--- src/rtl/kceq_pkg.sv ---
package kceq_pkg;

  localparam int unsigned QueueDepth = 16;
  localparam int unsigned NumKeys    = 3;
  localparam int unsigned KeyBitsW   = 3;
  localparam int unsigned OpcodeW    = 2;
  localparam int unsigned ButtonW    = 2;
  localparam int unsigned DropW      = 2;
  localparam int unsigned WatchKeys  = (NumKeys < KeyBitsW) ? NumKeys : KeyBitsW;
  localparam int unsigned KeyIdxW    = (WatchKeys > 1) ? $clog2(WatchKeys) : 1;
  localparam int unsigned PtrW       = $clog2(QueueDepth);

  typedef logic [PtrW-1:0]     ptr_t;
  typedef logic [KeyIdxW-1:0]  key_idx_t;
  typedef logic [ButtonW-1:0]  button_t;
  typedef logic [KeyBitsW-1:0] key_bits_t;
  typedef logic [OpcodeW-1:0]  opcode_t;
  typedef logic [DropW-1:0]    drop_t;

  typedef enum logic [OpcodeW-1:0] {
    OpSample = 2'd0,
    OpPower  = 2'd1,
    OpPop    = 2'd2
  } opcode_e;

  localparam button_t PowerButton = 2'd3;
  localparam key_idx_t LastKey    = key_idx_t'(WatchKeys - 1);

  typedef struct packed {
    logic    pressed;
    button_t button;
  } event_t;

  typedef struct packed {
    logic load;
    logic key_step;
    logic push_power;
    logic pop;
  } dp_cmd_t;

  typedef struct packed {
    logic key_last;
  } dp_status_t;

  function automatic ptr_t next_ptr(ptr_t p);
    ptr_t n;
    if (p == ptr_t'(QueueDepth - 1)) begin
      n = '0;
    end else begin
      n = p + ptr_t'(1);
    end
    return n;
  endfunction

endpackage

--- src/rtl/kceq_ctrl.sv ---
module kceq_ctrl (
  input  logic                   clk_i,
  input  logic                   rst_ni,
  input  logic                   start,
  input  kceq_pkg::opcode_t      opcode_i,
  input  kceq_pkg::dp_status_t   status_i,
  output kceq_pkg::dp_cmd_t      cmd_o,
  output logic                   busy,
  output logic                   done_o
);

  typedef enum logic [4:0] {
    StIdle  = 5'b00001,
    StKey   = 5'b00010,
    StPower = 5'b00100,
    StPop   = 5'b01000,
    StDone  = 5'b10000
  } state_e;

  state_e state_q, state_d;

  always_comb begin
    state_d = state_q;
    cmd_o   = '0;
    case (state_q)
      StIdle: begin
        if (start) begin
          cmd_o.load = 1'b1;
          case (opcode_i)
            kceq_pkg::OpSample: state_d = StKey;
            kceq_pkg::OpPower:  state_d = StPower;
            kceq_pkg::OpPop:    state_d = StPop;
            default:            state_d = StDone;
          endcase
        end
      end
      StKey: begin
        cmd_o.key_step = 1'b1;
        if (status_i.key_last) begin
          state_d = StDone;
        end
      end
      StPower: begin
        cmd_o.push_power = 1'b1;
        state_d = StDone;
      end
      StPop: begin
        cmd_o.pop = 1'b1;
        state_d = StDone;
      end
      StDone: begin
        state_d = StIdle;
      end
      default: begin
        state_d = StIdle;
      end
    endcase
  end

  always_ff @(posedge clk_i or negedge rst_ni) begin
    if (!rst_ni) begin
      state_q <= StIdle;
    end else begin
      state_q <= state_d;
    end
  end

  assign busy   = (state_q != StIdle);
  assign done_o = (state_q == StDone);

endmodule

--- src/rtl/kceq_dp.sv ---
module kceq_dp (
  input  logic                  clk_i,
  input  logic                  rst_ni,
  input  kceq_pkg::dp_cmd_t     cmd_i,
  input  kceq_pkg::key_bits_t   key_bits_i,
  output kceq_pkg::dp_status_t  status_o,
  output logic                  event_valid_o,
  output kceq_pkg::button_t     event_button_o,
  output logic                  event_pressed_o,
  output logic                  queue_not_empty_o,
  output kceq_pkg::drop_t       dropped_count_o
);

  kceq_pkg::event_t    mem_q [kceq_pkg::QueueDepth];
  kceq_pkg::event_t    rd_q;
  kceq_pkg::key_bits_t sample_q;
  kceq_pkg::key_bits_t lvl_q, lvl_d;
  kceq_pkg::key_idx_t  key_idx_q, key_idx_d;
  kceq_pkg::ptr_t      rptr_q, rptr_d;
  kceq_pkg::ptr_t      wptr_q, wptr_d;
  logic                valid_q, valid_d;
  kceq_pkg::drop_t     dropped_q, dropped_d;

  logic                key_now;
  logic                key_changed;
  logic                push_req;
  logic                full;
  logic                empty;
  logic                do_write;
  logic                do_read;
  kceq_pkg::event_t    push_evt;

  assign key_now     = sample_q[key_idx_q];
  assign key_changed = key_now != lvl_q[key_idx_q];
  assign push_req    = (cmd_i.key_step && key_changed) || cmd_i.push_power;
  assign full        = (kceq_pkg::next_ptr(wptr_q) == rptr_q);
  assign empty       = (rptr_q == wptr_q);
  assign do_write    = push_req && !full;
  assign do_read     = cmd_i.pop && !empty;

  always_comb begin
    if (cmd_i.key_step) begin
      push_evt.pressed = key_now;
      push_evt.button  = kceq_pkg::button_t'(key_idx_q);
    end else begin
      push_evt.pressed = 1'b1;
      push_evt.button  = kceq_pkg::PowerButton;
    end
  end

  always_comb begin
    lvl_d     = lvl_q;
    key_idx_d = key_idx_q;
    rptr_d    = rptr_q;
    wptr_d    = wptr_q;
    valid_d   = valid_q;
    dropped_d = dropped_q;
    if (cmd_i.load) begin
      key_idx_d = '0;
      valid_d   = 1'b0;
      dropped_d = '0;
    end
    if (cmd_i.key_step) begin
      lvl_d[key_idx_q] = key_now;
      key_idx_d = key_idx_q + kceq_pkg::key_idx_t'(1);
    end
    if (push_req && full) begin
      dropped_d = dropped_q + kceq_pkg::drop_t'(1);
    end
    if (do_write) begin
      wptr_d = kceq_pkg::next_ptr(wptr_q);
    end
    if (do_read) begin
      rptr_d  = kceq_pkg::next_ptr(rptr_q);
      valid_d = 1'b1;
    end
  end

  always_ff @(posedge clk_i or negedge rst_ni) begin
    if (!rst_ni) begin
      lvl_q     <= '0;
      key_idx_q <= '0;
      rptr_q    <= '0;
      wptr_q    <= '0;
      valid_q   <= 1'b0;
      dropped_q <= '0;
    end else begin
      lvl_q     <= lvl_d;
      key_idx_q <= key_idx_d;
      rptr_q    <= rptr_d;
      wptr_q    <= wptr_d;
      valid_q   <= valid_d;
      dropped_q <= dropped_d;
    end
  end

  always_ff @(posedge clk_i) begin
    if (cmd_i.load) begin
      sample_q <= key_bits_i;
    end
  end

  always_ff @(posedge clk_i) begin
    if (do_write) begin
      mem_q[wptr_q] <= push_evt;
    end
    if (do_read) begin
      rd_q <= mem_q[rptr_q];
    end
  end

  assign status_o.key_last = (key_idx_q == kceq_pkg::LastKey);

  assign event_valid_o     = valid_q;
  assign event_button_o    = valid_q ? rd_q.button : '0;
  assign event_pressed_o   = valid_q & rd_q.pressed;
  assign queue_not_empty_o = !empty;
  assign dropped_count_o   = dropped_q;

endmodule

--- src/rtl/key_change_event_queue.sv ---
// Channel   Handshake       Payload
// command   start / busy    opcode_i, key_bits_i
// result    done_o          event_valid_o, event_button_o, event_pressed_o,
//                           queue_not_empty_o, dropped_count_o
//
// A key sample goes from accept through StKey to StDone, one key per cycle over the
// watched keys (min of NumKeys, KeyBitsW). Power and pop pass through StPower/StPop.
// One item at a time; busy stays high until the result cycle has passed.
// Reset clears pointers and key levels; the event store is never cleared.
// The result is shown for one cycle on done_o; the receiver cannot stall.
module key_change_event_queue (
  input  logic                clk_i,
  input  logic                rst_ni,
  input  logic                start,
  output logic                busy,
  input  kceq_pkg::opcode_t   opcode_i,
  input  kceq_pkg::key_bits_t key_bits_i,
  output logic                done_o,
  output logic                event_valid_o,
  output kceq_pkg::button_t   event_button_o,
  output logic                event_pressed_o,
  output logic                queue_not_empty_o,
  output kceq_pkg::drop_t     dropped_count_o
);

  kceq_pkg::dp_cmd_t    cmd;
  kceq_pkg::dp_status_t status;

  kceq_ctrl u_ctrl (
    .clk_i    (clk_i),
    .rst_ni   (rst_ni),
    .start    (start),
    .opcode_i (opcode_i),
    .status_i (status),
    .cmd_o    (cmd),
    .busy     (busy),
    .done_o   (done_o)
  );

  kceq_dp u_dp (
    .clk_i             (clk_i),
    .rst_ni            (rst_ni),
    .cmd_i             (cmd),
    .key_bits_i        (key_bits_i),
    .status_o          (status),
    .event_valid_o     (event_valid_o),
    .event_button_o    (event_button_o),
    .event_pressed_o   (event_pressed_o),
    .queue_not_empty_o (queue_not_empty_o),
    .dropped_count_o   (dropped_count_o)
  );

endmodule

--- config.mk ---
export PLATFORM = sky130hd
export DESIGN_NAME = key_change_event_queue
export DESIGN_NICKNAME = d
export VERILOG_FILES = /design/src/rtl/kceq_pkg.sv /design/src/rtl/kceq_ctrl.sv /design/src/rtl/kceq_dp.sv /design/src/rtl/key_change_event_queue.sv
export SDC_FILE = /design/constraint.sdc
export NUM_CORES = 1
export LEC_CHECK = 0
export ABC_AREA = 1
export BUFFER_PORTS_ARGS = -buffer_cell sky130_fd_sc_hd__buf_4
export CORE_MARGIN = 4
export CORE_UTILIZATION = 40
export DETAILED_ROUTE_END_ITERATION = 10
export GPL_ROUTABILITY_DRIVEN = 1
export PLACE_DENSITY = 0.59
export SLEW_MARGIN = 40
export SYNTH_ARGS = -nofsm -noshare
export SYNTH_HDL_FRONTEND = slang
export SYNTH_SLANG_ARGS = --single-unit
--- constraint.sdc ---
create_clock -name clk_i -period 2.4 [get_ports clk_i]
set_clock_uncertainty 0.2 [all_clocks]
set_input_delay 0.48 -clock clk_i [delete_from_list [all_inputs] [get_ports clk_i]]
set_output_delay 0.48 -clock clk_i [all_outputs]
set_load 0.01 [all_outputs]
==> results of run 1 <==
==> per-stage QoR <==
stage / worst slack (ns) / util / total power [uW] / std cells / instance area (sq um)
2_1_floorplan: 0.262 / - / 2670 / 352 / 3640
3_3_place_gp: 0.132 / 0.443 / 3070 / 471 / 3880
6_report: 0.151 / 0.473 / 4210 / 488 / 4140
5_1_grt: 0.0255 / 0.473 / 4500 / 488 / 4140
3_5_place_dp: 0.0628 / 0.443 / 3080 / 471 / 3880
4_1_cts: 0.0474 / 0.471 / 4240 / 488 / 4130
==> synthesized netlist by cell type (all sizes together), types with 2 or more instances <==
| cell | instances |
|---|---|
| inv | 33 |
| o221ai | 3 |
| nor4 | 4 |
| nand2 | 73 |
| edfxtp | 54 |
| nor2 | 53 |
| mux2 | 2 |
| o22ai | 9 |
| o211ai | 3 |
| o21ai | 39 |
| dfrtp | 20 |
| xor2 | 5 |
| nand3 | 19 |
| nand3b | 2 |
| buf | 4 |
| ha | 9 |
| clkbuf | 9 |
| xnor2 | 4 |
| a21oi | 2 |
==> routing by layer <==
metal	track usage	part of all wire	up-vias
met5	0	0	-
met4	0.0508	0.015	0
met3	0.0295	0.046	11
met2	0.237	0.46	54
met1	0.219	0.47	1165
li1	-	-	1234
==> worst reg2reg max path, cell delays in order, from the launching register on <==
cell     delay, ns
dfrtp_2       0.46
ha_1          0.27
inv_1         0.08
nand2_1       0.05
nand2_1       0.05
nand2_1       0.06
inv_1         0.08
nand2_1       0.05
nand2_1       0.11
nor2_4        0.06
inv_4         0.10
nand2_8       0.16
nor2_2        0.21
==> cells by family after synthesis <==
logic type                 Yosys count  share of synthesized area
DFF                                 75                      0.591
adders and majority gates            9                     0.0310
and+or+nand+nor                    154                      0.209
AOI/OAI and AO/OA                   57                     0.0871
muxes                                2                    0.00619
xor gates and xnor gates             9                     0.0217
buffers and inverters               46                     0.0544
==> flip-flops by register name (all words and copies together), names as in the netlist <==
name,cells
u_dp.key_idx_q,2
u_dp.lvl_q,3
u_dp.sample_q,3
u_dp.rptr_q,4
u_dp.rd_q,3
u_dp.mem_q,48
u_dp.wptr_q,4
u_dp.dropped_count_o,2
u_ctrl.state_q,5
u_dp.event_valid_o,1
==> worst max path at each step <==
| stage | start | to | slack (ns) |
|---|---|---|---|
| after CTS | u_dp.wptr_q[0] | u_dp.mem_q[0][1] | 0.05 |
| final | u_dp.wptr_q[0] | u_dp.mem_q[14][2] | 0.15 |
| after global placement | u_dp.wptr_q[0] | u_dp.mem_q[1][1] | 0.13 |
| after global routing | u_dp.wptr_q[0] | u_dp.mem_q[14][2] | 0.03 |
| after floorplan | u_dp.wptr_q[0] | u_dp.mem_q[5][0] | 0.26 |
| after detailed placement | u_dp.wptr_q[0] | u_dp.mem_q[0][1] | 0.06 |
==> report_power, final <==
group	total, uW	switching [uW]	internal (uW)
Clock	1160	470	689
Combinational	1350	887	464
Sequential	1700	133	1560
==> timing repair <==
action / in CTS / in global routing
hold buffers: 1 / 0
resized for setup: 0 / 7
buffers inserted: 0 / 0
hold endpoints to repair: 20 / 0
setup endpoints to repair: 0 / 48
==> cell type report <==
class	count	area share
Clock buffer	9	0.0299
Multi-Input combinational cell	231	0.314
Sequential cell	75	0.519
Timing Repair Buffer	25	0.0459
Clock inverter	7	0.0278
Tap cell	108	0.0326
Inverter	33	0.0305
==> flow_summary_export.csv, run 1 <==
group,metric,value,unit
status,status,"finished clean",
layout,fill_cells,783,
synthesis,yosysTopAreaCell,"edfxtp_1",
layout,area_growth,14.0,%
die,start_util,0.415,
layout,antenna_cells,0,
synthesis,syn_nets,369,
worst_setup_path,slowest_stage,"dfrtp_2",
clock_tree,htreeDepth,3,
drt,vias_per_cell,5.05,
global_route,track_usage,0.154,
drt,dr.first_iter.drc_count,183,
worst_setup_path,crit_family,"simple AND/OR/NAND/NOR gates",
timing,fmax,0.445,GHz
timing,worst_pin_slew,0.527,ns
layout,drive_gt1_frac,0.179,
timing,setup_viol,0,
pwr,power_leakage,0.00160,uW
worst_setup_path,critPathMaxFanout,19,
pwr,power.density,1020,nW/um^2
global_route,grt_overflow,0,
min_path,hold_class,"primary input to register",
synthesis,synth_edf_count,54,
die,rows,34,
min_path,hold_start,"key_bits_i[2]",
die,die_width,103,microns
clock_tree,cts_sinks,75,
synthesis,synthTopCellsByArea,"edfxtp_1 45%, dfrtp_1 14%, nand2_1 7.3%",
synthesis,dominantRegCellSynth,"edfxtp_1",
synthesis,seq_area_frac_synth,0.591,
worst_setup_path,cp.depth,12,
drt,drc_errors,0,
synthesis,synthCells,352,
worst_setup_path,cp.required,2.24,ns
placement,numPortBuffers,16,
timing,timing.hold.ws,0.110,ns
synthesis,yosys_warnings,0,
clock_tree,cts_buffers,9,
worst_setup_path,r2r-end,"u_dp.mem_q[14][2]",
worst_setup_path,cp_slowest_stage_delay,0.46,ns
worst_setup_path,cp-end-kind,"register",
layout,nets,392,
timing,maxSlewHeadroom,0.648,
clock_tree,insertion_delay,0.34,ns
worst_setup_path,cp_common_cell,"nand2_1",
clock_tree,clock_tree.root_cell,"clkbuf_8",
timing,finalMaxSlewViolations,0,
synthesis,yosysTopAreaCellShare,0.446,
worst_setup_path,reg2reg_depth,12,
die,io_pins,17,
drt,antenna_left,0,
worst_setup_path,critPathBufInv,3,
placement,gp_congestion,0.805,
drt,num_vias,2464,
clock_tree,path_clk_slew,0.08,ns
synthesis,synth-seq-cells,75,
global_route,grt_pass1_wl,12300,microns
die,die_area,10700,sq um
layout,regArea,2150,sq um
synthesis,synth-async-reset-ratio,0.280,
timing,finalHoldViolCount,0,
layout,multi_input_area,1300,sq um
placement,dp_hpwl,5190,microns
drt,wirelength,7290,microns
global_route,grt_max_degree,25,
clock_tree,cts_max_path_buffers,2,
drt,wl_per_cell,14.9,microns
pwr,vdd_drop_max,0.513,mV
job,maxCapViolCount,0,
timing,period_share,0.937,
worst_setup_path,startpoint_type,"register",
drt,firstDrtPassIters,4,
clock_tree,cts_tree,"done",
synthesis,avgSynthCellArea,10.3,sq um
layout,final_common_cell,"nand2_1",
die,die_h,103,microns
die,core-area,8760,sq um
global_route,grt_pass1_vias,2425,
worst_setup_path,critPathKind,"register to register",
global_route,antenna_found_initial,0,
layout,final_cell_mix,"71 x nand2_1, 54 x edfxtp_1, 39 x o21ai_0, 37 x nor2_1, 29 x inv_1",
min_path,hold_depth,1,
timing,period_needed,2.25,ns
min_path,min_to,"u_dp.sample_q[2]",
synthesis,yosys.cell_types.count,33,
timing,finalSetupTns,0,ns
worst_setup_path,cp.arrival,2.09,ns
worst_setup_path,r2r_start,"u_dp.wptr_q[0]",
timing,rsz0062_at_grt,"no",
worst_setup_path,path_cells,"ha_1 > inv_1 > nand2_1 > nand2_1 > nand2_1 > inv_1 > nand2_1 > nand2_1 > nor2_4 > inv_4 > nand2_8 > nor2_2",
synthesis,mappedNetlistArea,3640,sq um
worst_setup_path,rrSetupSlack,0.15,ns
Power figures use the tool's default switching activity.
==> run 2: changes to the inputs <==
--- a/config.mk
+++ b/config.mk
@@ -5,13 +5,13 @@
 export SDC_FILE = /design/constraint.sdc
 export NUM_CORES = 1
 export LEC_CHECK = 0
-export ABC_AREA = 1
 export BUFFER_PORTS_ARGS = -buffer_cell sky130_fd_sc_hd__buf_4
 export CORE_MARGIN = 4
-export CORE_UTILIZATION = 40
+export CORE_UTILIZATION = 60
 export DETAILED_ROUTE_END_ITERATION = 10
 export GPL_ROUTABILITY_DRIVEN = 1
-export PLACE_DENSITY = 0.59
+export GPL_TIMING_DRIVEN = 0
+export PLACE_DENSITY = 0.81
 export SLEW_MARGIN = 40
 export SYNTH_ARGS = -nofsm -noshare
 export SYNTH_HDL_FRONTEND = slang
==> run 2 against run 1 <==
  * The flow now finishes with violations (negative setup slack)
  * Synthesized cell count fell by 28%
  * Sequential power fell by 2%
  * Final area rose by 3.3%
  * Highest routed layer unchanged
  * Fmax fell by 7.3%
  * Register-to-register slack got worse by 0.18 ns
  * Sequential cell count did not move
  * Largest cell class unchanged
  * Critical path type unchanged
  * Clock power fell by 24%
  * Routed wire length rose by 4.2%
==> flow_summary_export.csv, run 2 <==
group,metric,value,unit
status,status,"finished with violations",
status,violations,"negative setup slack",
synthesis,mappedNetlistArea,3540,sq um
pwr,share_comb_of_total_power,0.393,
synthesis,yosysTopAreaCell,"edfxtp_1",
layout,max_flop_register,"u_dp.mem_q",
synthesis,yosys_warnings,0,
worst_setup_path,cp.required,2.26,ns
timing,setup_viol,39,
global_route,grtUsageMet2,0.361,
drt,vias_per_cell,6.19,
drt,firstDrtPassIters,4,
pwr,p_sw_frac,0.347,
pwr,clkPwrFrac,0.210,
placement,dp.cells,342,
layout,finalNonFillerCells,378,
die,die_area,7190,sq um
synthesis,synth-async-reset-ratio,0.280,
pwr,power_leakage,0.00162,uW
clock_tree,path_clk_slew,0.07,ns
pwr,switchingPower,1450,uW
clock_tree,cts_tree,"done",
worst_setup_path,crit_family,"compound AO/OA/AOI/OAI gates",
layout,reg_top3,"u_dp.mem_q: 48 flops, u_ctrl.state_q: 5 flops",
layout,area_growth,21.0,%
layout,final_cell_area,4280,sq um
die,core-area,5610,sq um
timing,fmax,0.412,GHz
worst_setup_path,path_cells,"mux2_4 > a221o_1 > o211a_4 > nor3_4 > buf_6 > and3_4",
timing,period_needed,2.43,ns
synthesis,synth-seq-cells,75,
worst_setup_path,startpoint_type,"register",
synthesis,dominantRegCellSynth,"edfxtp_1",
worst_setup_path,critPathBufInv,1,
global_route,track_usage,0.220,
layout,largest_register_ffs,48,
pwr,internal_power,2730,uW
global_route,grt_overflow,0,
worst_setup_path,cp-end-kind,"register",
global_route,grt_max_degree,22,
global_route,grt_busiest_layer,"met2",
clock_tree,htreeDepth,3,
placement,dp_hpwl,4720,microns
timing,fin_ws,-0.0259,ns
layout,final_common_cell,"edfxtp_1",
placement,place_area,3760,sq um
timing,rsz0062_at_grt,"yes",
synthesis,synth_edf_count,54,
job,maxCapViolCount,0,
layout,drive_gt1_frac,0.359,
die,io_pins,17,
clock_tree,cts_sinks,75,
min_path,min_to,"u_dp.sample_q[1]",
clock_tree,cts_buffers,9,
global_route,met1_usage,0.271,
worst_setup_path,slowest_stage,"dfrtp_2",
die,die_h,84.8,microns
timing,finalMaxSlewViolations,0,
synthesis,yosys.cell_types.count,51,
worst_setup_path,cp_slowest_stage_delay,0.41,ns
worst_setup_path,cp.arrival,2.29,ns
min_path,hold_class,"primary input to register",
timing,worst_pin_slew,0.583,ns
pwr,power,4180,uW
synthesis,seq_area_frac_synth,0.607,
drt,drc_errors,0,
min_path,hold_start,"key_bits_i[1]",
global_route,grt_pass1_wl,11700,microns
pwr,p_seq_frac,0.398,
die,rows,27,
pwr,vdd_drop_max,0.601,mV
layout,final_cell_mix,"54 x edfxtp_1, 37 x buf_4, 16 x dfrtp_1, 14 x and3_4",
drt,dr.first_iter.drc_count,241,
die,die_width,84.8,microns
synthesis,avgSynthCellArea,13.9,sq um
global_route,antenna_found_initial,0,
timing,maxSlewHeadroom,0.611,
min_path,hold_depth,1,
clock_tree,clock_tree.root_cell,"clkbuf_8",
synthesis,yosysTopAreaCellShare,0.458,
timing,period_share,1.01,
worst_setup_path,r2r_start,"u_dp.key_idx_q[1]",
placement,numPortBuffers,16,
drt,num_vias,2340,
layout,antenna_cells,0,
worst_setup_path,critPathKind,"register to register",
worst_setup_path,reg2reg_depth,6,
clock_tree,insertion_delay,0.34,ns
pwr,power.density,976,nW/um^2
worst_setup_path,critPathMaxFanout,10,
global_route,grt_pass1_vias,2324,
placement,gp_congestion,0.844,
layout,nets,318,
timing,finalHoldViolCount,0,
worst_setup_path,rrSetupSlack,-0.03,ns
die,start_util,0.631,
synthesis,synth_common_cells,"54 x edfxtp_1, 20 x dfrtp_1, 16 x and3_1, 15 x a211oi_1, 15 x nor2b_1",
synthesis,syn_nets,271,
drt,antenna_left,0,
clock_tree,cts_max_path_buffers,2,
drt,wirelength,7600,microns
drt,wl_per_cell,20.1,microns
global_route,gr-usage-met3,0.0432,
worst_setup_path,r2r-end,"u_dp.mem_q[6][1]",
synthesis,synthTopCellsByArea,"edfxtp_1 46%, dfrtp_1 14%, mux4_2 3.8%",
synthesis,synthCells,254,
synthesis,synth_most_common_cell,"edfxtp_1",
run 2: logic make-up after synthesis:
group,Yosys count,share of synthesized area
compound gates,47,0.104
xor+xnor,8,0.0198
fa+ha+maj,9,0.0318
buf+inv,21,0.0262
flops,75,0.607
mux,20,0.0806
simple gates,74,0.131
run 2: power by group through the flow:
stage	Combinational (uW)	Sequential, uW	Clock [uW]
4_1_cts	1450	1650	883
6_report	1640	1660	876
5_1_grt	1770	1670	955
3_5_place_dp	1180	1680	0
3_3_place_gp	1140	1680	0
2_1_floorplan	869	1650	0
run 2: timing repair:
item                                   4_1_cts  5_1_grt
pin swaps                                    4        4
setup buffers                               14        8
hold buffers                                 1        0
endpoints found under the hold margin       20        0
resized for setup                           25       23
setup endpoints to repair                  103      103
run 2: how the worst max path moves through the flow:
stage / from / end / slack [ns] / cells past startpoint
final: u_dp.key_idx_q[1] / u_dp.mem_q[6][1] / -0.03 / 6
after floorplan: u_dp.wptr_q[0] / u_dp.mem_q[10][0] / 0.008 / 7
after global placement: u_dp.rptr_q[3] / u_dp.mem_q[6][0] / -0.31 / 7
after CTS: u_dp.key_idx_q[1] / u_dp.mem_q[1][1] / -0.01 / 6
after detailed placement: u_dp.rptr_q[3] / u_dp.mem_q[6][0] / -0.40 / 7
after global routing: u_dp.key_idx_q[1] / u_dp.mem_q[5][2] / -0.06 / 6
run 2: through the flow:
step | setup WS, ns | util | TNS [ns] | hold slack [ns]
detailed placement | -0.402 | 0.670 | -26.50 | 0.175
global placement | -0.308 | 0.670 | -19.35 | 0.175
finish | -0.0259 | 0.763 | -0.542 | 0.108
CTS | -0.0127 | 0.738 | -0.0935 | 0.0983
global route | -0.0622 | 0.763 | -1.99 | 0.0914
floorplan | 0.00825 | - | 0 | -0.0156
run 2: layer usage:
| metal | vias up | wire length [microns] |
|---|---|---|
| met5 | - | 0 |
| met4 | 0 | 198 |
| met3 | 20 | 386 |
| met2 | 72 | 4010 |
| met1 | 1186 | 3010 |
| li1 | 1062 | - |
run 2: cell type report:
cell class	instances	area [sq um]
Tap cell	72	90.1
Timing Repair Buffer	38	292
Fill cell	326	1330
Inverter	11	41.3
Sequential cell	75	2150
Clock inverter	4	26.3
Buffer	8	50.0
Clock buffer	12	155
Multi-Input combinational cell	158	1470
run 2: worst register-to-register path: cells and delay by family (launching register included):
family / cells / cell delay, ns
AOI/OAI and AO/OA: 2 / 0.62
and+or+nand+nor: 2 / 0.43
DFF: 1 / 0.41
muxes: 1 / 0.30
buffers and inverters: 1 / 0.18
